**src/rtl/bes_pkg.sv**
```systemverilog
// Package: shared constants, codes and types of the bus error system registers.
package bes_pkg;

  localparam int WCS_ADDR_BITS = 13;

  localparam logic [15:0] WCSA_ADDR_MASK = 16'((32'd1 << WCS_ADDR_BITS) - 32'd1);
  localparam logic [15:0] WCSA_CTR_MASK  = 16'h6000;
  localparam logic [15:0] WCSA_CTR_STEP  = 16'h2000;
  localparam logic [31:0] WCSD_READ_VAL  = 32'h0000_00FF;
  localparam logic [12:0] MBRK_MASK      = 13'h1FFF;
  localparam logic [31:0] FS_WMASK       = 32'h0314_0000;
  localparam logic [31:0] FS_W1C         = 32'h0008_0000;
  localparam logic [31:0] SC_RMASK       = 32'hFFFF_0000;
  localparam logic [31:0] SC_WMASK       = 32'h7FFF_0000;
  localparam logic [31:0] MT_RMASK       = 32'hFFFF_FF00;
  localparam logic [31:0] MT_WMASK       = 32'hFFFF_F900;
  localparam logic [15:0] ER_CRDIE       = 16'h8000;
  localparam logic [15:0] ER_CRD         = 16'h4000;
  localparam logic [15:0] ER_TMO         = 16'h1000;
  localparam logic [15:0] ER_STA         = 16'h0C00;
  localparam logic [15:0] ER_CNF         = 16'h0100;
  localparam logic [15:0] ER_IBTMO       = 16'h0040;
  localparam logic [15:0] ER_IBCNF       = 16'h0008;
  localparam logic [15:0] ER_MULT        = 16'h0004;
  localparam logic [15:0] ER_RMASK       = 16'hFDFE;
  localparam logic [15:0] ER_WMASK       = 16'h8000;
  localparam logic [15:0] ER_W1C         = 16'h70C0;
  localparam logic [15:0] ER_TMO_CLR     = ER_TMO | ER_STA | ER_CNF | ER_MULT;
  localparam logic [15:0] ER_IBT_CLR     = ER_IBTMO | ER_STA | ER_IBCNF;

  typedef enum logic [2:0] {
    MODE_READ    = 3'd0,
    MODE_WRITE   = 3'd1,
    MODE_TIMEOUT = 3'd2,
    MODE_CONFIRM = 3'd3,
    MODE_MCHK    = 3'd4
  } mode_t;

  typedef enum logic [3:0] {
    SEL_WCSA  = 4'd0,
    SEL_WCSD  = 4'd1,
    SEL_FAULT = 4'd2,
    SEL_SILO  = 4'd3,
    SEL_MAINT = 4'd4,
    SEL_ERROR = 4'd5,
    SEL_TMO   = 4'd6,
    SEL_MBRK  = 4'd7,
    SEL_SBIS  = 4'd8,
    SEL_ACCS  = 4'd9
  } sel_t;

  typedef struct packed {
    logic [2:0]  mode;
    logic [3:0]  reg_select;
    logic [31:0] write_data;
    logic [29:0] bus_address;
    logic        access_is_read;
    logic        virtual_ref;
    logic [1:0]  current_mode;
  } req_t;

  typedef struct packed {
    logic [31:0] read_data;
    logic        status;
    logic        mcheck;
    logic        memory_error;
    logic        crd_interrupt;
    logic [31:0] captured_timeout;
  } rsp_t;

endpackage

```
**src/rtl/bes_req_if.sv**
```systemverilog
// Interface: request channel carrying register accesses and bus events.
interface bes_req_if;
  logic        valid;
  logic        ready;
  logic [2:0]  mode;
  logic [3:0]  reg_select;
  logic [31:0] write_data;
  logic [29:0] bus_address;
  logic        access_is_read;
  logic        virtual_ref;
  logic [1:0]  current_mode;

  modport source (output valid, mode, reg_select, write_data, bus_address,
                  access_is_read, virtual_ref, current_mode, input ready);
  modport sink (input valid, mode, reg_select, write_data, bus_address,
                access_is_read, virtual_ref, current_mode, output ready);
endinterface

```
**src/rtl/bes_rsp_if.sv**
```systemverilog
// Interface: response channel carrying one result per request.
interface bes_rsp_if;
  logic        valid;
  logic        ready;
  logic [31:0] read_data;
  logic        status;
  logic        mcheck;
  logic        memory_error;
  logic        crd_interrupt;
  logic [31:0] captured_timeout;

  modport source (output valid, read_data, status, mcheck, memory_error,
                  crd_interrupt, captured_timeout, input ready);
  modport sink (input valid, read_data, status, mcheck, memory_error,
                crd_interrupt, captured_timeout, output ready);
endinterface

```
**src/rtl/bes_regs.sv**
```systemverilog
// Register file: system register state and its per-transfer update and result.
module bes_regs
  import bes_pkg::*;
(
  input  logic clk,
  input  logic rst,
  input  logic en,
  input  req_t req,
  output rsp_t rsp
);

  logic [15:0] wcs_address, wcs_address_next;
  logic [31:0] wcs_word, wcs_word_next;
  logic [12:0] micro_break, micro_break_next;
  logic [31:0] fault_status, fault_status_next;
  logic [31:0] silo_compare, silo_compare_next;
  logic [31:0] maintenance, maintenance_next;
  logic [15:0] error_status, error_status_next;
  logic [31:0] timeout_address, timeout_address_next;
  logic        crd_pending, crd_pending_next;

  always_ff @(posedge clk) begin
    if (rst) begin
      wcs_address     <= '0;
      wcs_word        <= '0;
      micro_break     <= '0;
      fault_status    <= '0;
      silo_compare    <= '0;
      maintenance     <= '0;
      error_status    <= '0;
      timeout_address <= '0;
      crd_pending     <= 1'b0;
    end else if (en) begin
      wcs_address     <= wcs_address_next;
      wcs_word        <= wcs_word_next;
      micro_break     <= micro_break_next;
      fault_status    <= fault_status_next;
      silo_compare    <= silo_compare_next;
      maintenance     <= maintenance_next;
      error_status    <= error_status_next;
      timeout_address <= timeout_address_next;
      crd_pending     <= crd_pending_next;
    end
  end

  always_comb begin
    logic [15:0] wa;
    logic [15:0] es;
    logic [31:0] wd;
    wd                   = req.write_data;
    wa                   = '0;
    es                   = '0;
    wcs_address_next     = wcs_address;
    wcs_word_next        = wcs_word;
    micro_break_next     = micro_break;
    fault_status_next    = fault_status;
    silo_compare_next    = silo_compare;
    maintenance_next     = maintenance;
    error_status_next    = error_status;
    timeout_address_next = timeout_address;
    crd_pending_next     = crd_pending;
    rsp                  = '0;

    unique case (mode_t'(req.mode))
      MODE_READ: begin
        unique case (sel_t'(req.reg_select))
          SEL_WCSA:  rsp.read_data = {16'h0000, wcs_address};
          SEL_WCSD:  rsp.read_data = WCSD_READ_VAL;
          SEL_FAULT: rsp.read_data = fault_status;
          SEL_SILO:  rsp.read_data = silo_compare & SC_RMASK;
          SEL_MAINT: rsp.read_data = maintenance & MT_RMASK;
          SEL_ERROR: rsp.read_data = {16'h0000, error_status & ER_RMASK};
          SEL_TMO:   rsp.read_data = timeout_address;
          SEL_MBRK:  rsp.read_data = {19'h0, micro_break};
          SEL_SBIS, SEL_ACCS: rsp.read_data = '0;
          default:   rsp.status = 1'b1;
        endcase
      end
      MODE_WRITE: begin
        unique case (sel_t'(req.reg_select))
          SEL_WCSA: wcs_address_next = wd[15:0];
          SEL_WCSD: begin
            // Step the sub-counter; on reaching three, step the address.
            wcs_word_next = wd;
            wa = (wcs_address & ~WCSA_CTR_MASK) |
                 ((wcs_address + WCSA_CTR_STEP) & WCSA_CTR_MASK);
            if ((wa & WCSA_CTR_MASK) == WCSA_CTR_MASK) begin
              wa = (wa & ~WCSA_ADDR_MASK) | ((wa + 16'd1) & WCSA_ADDR_MASK);
            end
            wcs_address_next = wa;
          end
          SEL_FAULT: begin
            fault_status_next = ((fault_status & ~FS_WMASK) | (wd & FS_WMASK))
                                & ~(wd & FS_W1C);
          end
          SEL_SILO:  silo_compare_next = (silo_compare & ~SC_RMASK) | (wd & SC_WMASK);
          SEL_MAINT: maintenance_next = (maintenance & ~MT_WMASK) | (wd & MT_WMASK);
          SEL_ERROR: begin
            es = (error_status & ~ER_WMASK) | (wd[15:0] & ER_WMASK);
            es = es & ~(wd[15:0] & ER_W1C);
            if ((wd[15:0] & ER_TMO) != 16'h0) es = es & ~ER_TMO_CLR;
            if ((wd[15:0] & ER_IBTMO) != 16'h0) es = es & ~ER_IBT_CLR;
            error_status_next = es;
            crd_pending_next  = ((es & ER_CRDIE) != 16'h0) && ((es & ER_CRD) != 16'h0);
          end
          SEL_MBRK: micro_break_next = wd[12:0] & MBRK_MASK;
          SEL_ACCS: ;
          default:  rsp.status = 1'b1;
        endcase
      end
      MODE_TIMEOUT: begin
        // Latch the first failing address; flag any later one as multiple.
        if ((error_status & ER_TMO) == 16'h0) begin
          timeout_address_next = {req.virtual_ref ? req.current_mode : 2'b00,
                                  req.virtual_ref, 1'b0, req.bus_address[29:2]};
          error_status_next    = error_status | ER_TMO;
        end else begin
          error_status_next = error_status | ER_MULT;
        end
        rsp.mcheck       = req.access_is_read;
        rsp.memory_error = !req.access_is_read;
      end
      MODE_CONFIRM: begin
        if ((error_status & ER_CNF) != 16'h0) begin
          error_status_next = error_status | ER_MULT;
        end else begin
          error_status_next = error_status | ER_CNF;
        end
        rsp.mcheck = 1'b1;
      end
      MODE_MCHK: begin
        rsp.read_data        = {16'h0000, error_status};
        rsp.captured_timeout = timeout_address;
        error_status_next    = error_status & ~ER_TMO_CLR;
      end
      default: ;
    endcase

    rsp.crd_interrupt = crd_pending_next;
  end

endmodule

```
**src/rtl/bus_error_system_registers_top.sv**
```systemverilog
// Top level: bus error system registers with request and response channels.
//
//   Channel | Direction | Carries
//   --------+-----------+--------------------------------------------------
//   req     | in        | register read/write, bus timeout, confirm, mchk
//   rsp     | out       | read data, operand fault, mchk/memerr, CRD level
//
// One transfer on req yields exactly one transfer on rsp, sent from the response register.
// The register update and the result are worked out in the cycle of the
// request transfer; the result is held in the response register.
// A new request is taken every cycle as long as the response register is
// empty or being drained in the same cycle; a stalled rsp holds req off.
// rst (synchronous) clears all system registers and empties the response.
module bus_error_system_registers_top
  import bes_pkg::*;
(
  input  logic  clk,
  input  logic  rst,
  bes_req_if.sink   req,
  bes_rsp_if.source rsp
);

  req_t item;
  rsp_t result;
  rsp_t held;       // response register payload
  logic held_valid; // response register occupied
  logic take;

  // Accept when the response slot is free or empties this cycle.
  assign req.ready = !held_valid || rsp.ready;
  assign take      = req.valid && req.ready;

  // Gather the request fields into one item.
  assign item = '{mode:           req.mode,
                  reg_select:     req.reg_select,
                  write_data:     req.write_data,
                  bus_address:    req.bus_address,
                  access_is_read: req.access_is_read,
                  virtual_ref:    req.virtual_ref,
                  current_mode:   req.current_mode};

  // State update happens only on a request transfer.
  bes_regs u_regs (
    .clk (clk),
    .rst (rst),
    .en  (take),
    .req (item),
    .rsp (result)
  );

  // Response register: load on transfer in, drop on transfer out.
  always_ff @(posedge clk) begin
    if (rst) begin
      held_valid <= 1'b0;
    end else if (take) begin
      held_valid <= 1'b1;
    end else if (rsp.ready) begin
      held_valid <= 1'b0;
    end
  end

  always_ff @(posedge clk) begin
    if (take) begin
      held <= result;
    end
  end

  assign rsp.valid            = held_valid;
  assign rsp.read_data        = held.read_data;
  assign rsp.status           = held.status;
  assign rsp.mcheck           = held.mcheck;
  assign rsp.memory_error     = held.memory_error;
  assign rsp.crd_interrupt    = held.crd_interrupt;
  assign rsp.captured_timeout = held.captured_timeout;

endmodule
```
**src/flat_wrapper.sv**
```systemverilog
// flat-port wrapper written by rule: the top's interface ports become plain ports
module bus_error_system_registers_top_flat import bes_pkg::*;
  (clk, rst, req_valid, req_mode, req_reg_select, req_write_data, req_bus_address, req_access_is_read, req_virtual_ref, req_current_mode, req_ready, rsp_valid, rsp_read_data, rsp_status, rsp_mcheck, rsp_memory_error, rsp_crd_interrupt, rsp_captured_timeout, rsp_ready);
  bes_req_if req_i ();
  bes_rsp_if rsp_i ();
  input  logic clk;
  input  logic rst;
  input wire logic [$bits(req_i.valid)-1:0] req_valid;
  input wire logic [$bits(req_i.mode)-1:0] req_mode;
  input wire logic [$bits(req_i.reg_select)-1:0] req_reg_select;
  input wire logic [$bits(req_i.write_data)-1:0] req_write_data;
  input wire logic [$bits(req_i.bus_address)-1:0] req_bus_address;
  input wire logic [$bits(req_i.access_is_read)-1:0] req_access_is_read;
  input wire logic [$bits(req_i.virtual_ref)-1:0] req_virtual_ref;
  input wire logic [$bits(req_i.current_mode)-1:0] req_current_mode;
  output wire logic [$bits(req_i.ready)-1:0] req_ready;
  output wire logic [$bits(rsp_i.valid)-1:0] rsp_valid;
  output wire logic [$bits(rsp_i.read_data)-1:0] rsp_read_data;
  output wire logic [$bits(rsp_i.status)-1:0] rsp_status;
  output wire logic [$bits(rsp_i.mcheck)-1:0] rsp_mcheck;
  output wire logic [$bits(rsp_i.memory_error)-1:0] rsp_memory_error;
  output wire logic [$bits(rsp_i.crd_interrupt)-1:0] rsp_crd_interrupt;
  output wire logic [$bits(rsp_i.captured_timeout)-1:0] rsp_captured_timeout;
  input wire logic [$bits(rsp_i.ready)-1:0] rsp_ready;
  assign req_i.valid = req_valid;
  assign req_i.mode = req_mode;
  assign req_i.reg_select = req_reg_select;
  assign req_i.write_data = req_write_data;
  assign req_i.bus_address = req_bus_address;
  assign req_i.access_is_read = req_access_is_read;
  assign req_i.virtual_ref = req_virtual_ref;
  assign req_i.current_mode = req_current_mode;
  assign req_ready = req_i.ready;
  assign rsp_valid = rsp_i.valid;
  assign rsp_read_data = rsp_i.read_data;
  assign rsp_status = rsp_i.status;
  assign rsp_mcheck = rsp_i.mcheck;
  assign rsp_memory_error = rsp_i.memory_error;
  assign rsp_crd_interrupt = rsp_i.crd_interrupt;
  assign rsp_captured_timeout = rsp_i.captured_timeout;
  assign rsp_i.ready = rsp_ready;
  bus_error_system_registers_top u_core (.clk(clk), .rst(rst), .req(req_i), .rsp(rsp_i));
endmodule
```
**config.mk**
```make
export PLATFORM = sky130hd
export DESIGN_NAME = bus_error_system_registers_top_flat
export DESIGN_NICKNAME = d
export VERILOG_FILES = /design/src/rtl/bes_pkg.sv /design/src/rtl/bes_req_if.sv /design/src/rtl/bes_rsp_if.sv /design/src/rtl/bes_regs.sv /design/src/rtl/bus_error_system_registers_top.sv /design/src/flat_wrapper.sv
export SDC_FILE = /design/constraint.sdc
export NUM_CORES = 1
export LEC_CHECK = 0
export BUFFER_PORTS_ARGS = -buffer_cell sky130_fd_sc_hd__buf_2
export CAP_MARGIN = 20
export CORE_MARGIN = 2
export CORE_UTILIZATION = 35
export DETAILED_ROUTE_END_ITERATION = 10
export PLACE_DENSITY = 0.62
export SYNTH_ARGS = -nofsm -noshare
export SYNTH_HDL_FRONTEND = slang
export SYNTH_HIERARCHICAL = 1
export SYNTH_SLANG_ARGS = --single-unit
```
**constraint.sdc**
```tcl
create_clock -name clk -period 4.5 [get_ports clk]
set_input_delay 0 -clock clk [delete_from_list [all_inputs] [get_ports clk]]
set_output_delay 0 -clock clk [all_outputs]
set_load 0.02 [all_outputs]
```
==> impl_results.md <==
* Final Wtd Congestion at roughly 0.87
* WP data arrival at between 3 and 4 ns
* Leakage at ~3.7 nW
* CTS Buf Count at 17
* Crit-path leading delay family: buffers and inverters
* WHS Path Cells at 2
* Peak supply drop at ~0.00020 V
* # IOs at approximately 150
* RSZ-0062 raised after global routing: no
* Worst flop-to-flop path endpoint: u_core/u_regs/timeout_address[12]
* Final Cell Area at roughly 10,000 µm²
* Clock Pin Slew Worst Setup and Hold Paths at approximately 0.07 ns
* Yosys warns at 6
* Via count at around 6,800
* Register-to-register setup slack at 1.60 ns
* Layout cells sized above 1 at 0.197
* Final setup fails at 0
* Hold worst-path end: u_core/rsp.memory_error
* RR Startpoint: u_core/rsp.valid
* Number of global-route vias before repair at approximately 6,400
* Die W at approximately 150 µm
* Slew @ Worst Pin at about 1.1 ns
* WL/cell at 17.0 µm
* Global Route Usage Sum at 0.193
* Predominant post-synthesis flop cell: dfxtp_1
* Num rows at 53
* Grt ovf at 0
* Final Skew at between 0.01 and 0.015 ns
* Final Total Pwr at ~3.6 mW
* Critical path's slowest cell: buf_4
* Setup crit end kind: flip-flop
* First-pass GRT wire length at about 34 mm
* CTS tree: yes
* Pin count of the biggest net entering global routing at 84
* CP Class: reg2reg
* Starting Density at 0.359
* Library cells used by synthesis at 56
* Dpl hpwl at roughly 14 mm
* Final hold slack at 0.0186 ns
* DRC Markers at 0
* Max incr delay on CP at around 0.7 ns
* Cell area after synthesis at approximately 7600 µm²
* Number of flops mapped to enable cells by yosys at between 60 and 70
* Power Dens Cells at about 360 nW/µm²
* Crit path required time at 4.86 ns
* Clock Root Buffer: clkbuf_16
* Post-synthesis sequential area ratio at 0.564
* Synth Net Count at around 890
* Hold crit path type: in2reg
* Starting DRC count in detailed routing at between 600 and 700
* Ys async rst share at 0
* CP Launch Type: flip-flop
* Worst Min Path Start: req_mode[0]
* Die ar. at 22,900 µm²
* CTS resizes at 0
* Core Area at between 20,000 and 25,000 µm²
* Initial antenna violation count at 1
* Placed insts at about 1,200
* Max Fclk at 345 MHz
* Fin cells at roughly 1,300
* Buffers on Ports at ~140
* Detailed Route WL at about 22 mm
* Maxcap violations at 0
* Final worst slack at approximately 1.6 ns
* Pre-antenna DRT Iters at 5
* Layout area overhead at 31.8%
* Vias/cell at 5.20
* Reg2Reg Depth at 8
* Status: complete, no violations
* Clock tree buffer depth at 2
* Setup TNS at 0 ns
* H-Tree Depth at 4
* Max_slew headroom at 0.256
* Routed Antenna Nets at 0
* Final core occ at 0.473
* Fin. max-slew vios at 0
* Worst Path Buf+Inv at 3
* Post-CTS setup buffers at 0
* Final hold vios at 0
* Crit-path max FO at 73
* DP Worst Slack at between 2 and 2.5 ns
* Mapped Avg Cell Area at ~9.4 µm²
* Area post-placement at about 8500 µm²
* Tmin final at approximately 2.9 ns
* CP Cell Sequence: nand2b_4, and2_4, buf_4, and3_1, buf_8, nand2_1, a21oi_1, dlygate4sd3_1
* Final #Nets at roughly 1,100
* Num Clock Sinks at 180
* Cells after Synth at slightly above 800
* Die extent in y at ~150 µm
* Period utilization at 0.645
* Clock latency on the worst-skew pair at about 0.43 ns
* Synth Register Bits at 180
## metal layers
layer	share of wire	vias up	wire (µm)	GRT usage
met1	0.46	3236	10100	0.272
met5	0	-	0	0
met4	0.0098	0	216	0.0575
met2	0.46	232	10200	0.302
li1	-	3270	-	-
met3	0.070	15	1540	0.0358
## Yosys cell counts (11+ instances only)
library cell  instances  share of area
a21oi_1             114          0.075
nor2_1               27          0.013
nor3_1               12         0.0079
edfxtp_1             68           0.27
buf_2                16          0.011
a222oi_1             12          0.016
and2_1               37          0.030
clkbuf_1             43          0.021
dfxtp_1             112           0.30
nand2_1             193          0.095
o21ai_0              22          0.014
a22oi_1              26          0.026
inv_1                11         0.0054
nand3_1              15         0.0099
## logic make-up after synthesis
family / count (synthesis) / share of synthesized area
AO/OA/AOI/OAI: 221 / 0.180
adder cells (fa/ha/maj): 2 / 0.00329
buffers and inverters: 76 / 0.0443
flip-flops: 180 / 0.564
multiplexers: 4 / 0.00543
other: 1 / 0.000494
AND/OR/NAND/NOR: 326 / 0.202
## layout by cell type, fill, tap and decap left out, types with 4 or more instances in the layout
master,n
dlygate4sd3_1,89
clkbuf_16,17
nor3_1,11
and2_1,37
dfxtp_1,112
nor4_1,7
buf_2,143
bufinv_16,4
a22oi_1,26
a222oi_1,12
a211oi_1,6
a311oi_1,5
nand4_1,5
buf_4,11
a31oi_1,7
nand2_1,193
nand3_1,15
o21ai_0,22
a21oi_1,114
edfxtp_1,68
nor2b_1,6
o211a_1,5
a21o_1,5
inv_1,11
nor2_1,27
## sequential cells by signal (all words and copies together) (netlist names), 5 cells and up
name                           count
u_core/u_regs/silo_compare        15
u_core/rsp.captured_timeout       32
u_core/u_regs/fault_status         5
u_core/u_regs/maintenance         22
u_core/u_regs/timeout_address     31
u_core/rsp.read_data              32
u_core/u_regs/micro_break         13
u_core/u_regs/wcs_address         16
u_core/u_regs/error_status         8
## layout make-up
type	instances	area (µm²)
Tap cell	275	344
Clock inverter	13	180
Multi-Input combinational cell	554	3000
Fill cell	2008	11100
Sequential cell	180	4280
Inverter	11	41.3
Antenna cell	1	2.50
Timing Repair Buffer	245	1710
Clock buffer	19	453
## power by group
group,leakage [nW],internal (mW),switching (mW)
logic,1.82,0.116,0.173
registers,1.59,1.73,0.0167
clock network,0.308,0.959,0.630
## worst register-to-register path, cell delays in order (launching register included)
cell	delay (ns)
dfxtp_1	0.33
nand2b_4	0.08
and2_4	0.14
buf_4	0.72
and3_1	0.53
buf_8	0.24
nand2_1	0.10
a21oi_1	0.14
dlygate4sd3_1	0.56
## timing repair
item,4_1_cts,5_1_grt
endpoints found under the setup margin,0,0
hold buffers,89,0
hold endpoints to repair,102,0
## how the worst max path moves through the flow
stage,from,endpoint,slack (ns),cells past startpoint
after floorplan,u_core/rsp.valid,u_core/u_regs/silo_compare[16],2.14,9
after CTS,u_core/rsp.valid,u_core/u_regs/timeout_address[18],1.63,8
after detailed placement,u_core/rsp.valid,u_core/u_regs/timeout_address[31],2.13,7
after global routing,u_core/rsp.valid,u_core/u_regs/timeout_address[10],1.41,8
after global placement,u_core/rsp.valid,u_core/u_regs/timeout_address[31],1.67,6
final,u_core/rsp.valid,u_core/u_regs/timeout_address[12],1.60,8
Note: power is estimated with default switching activity, not from simulation.
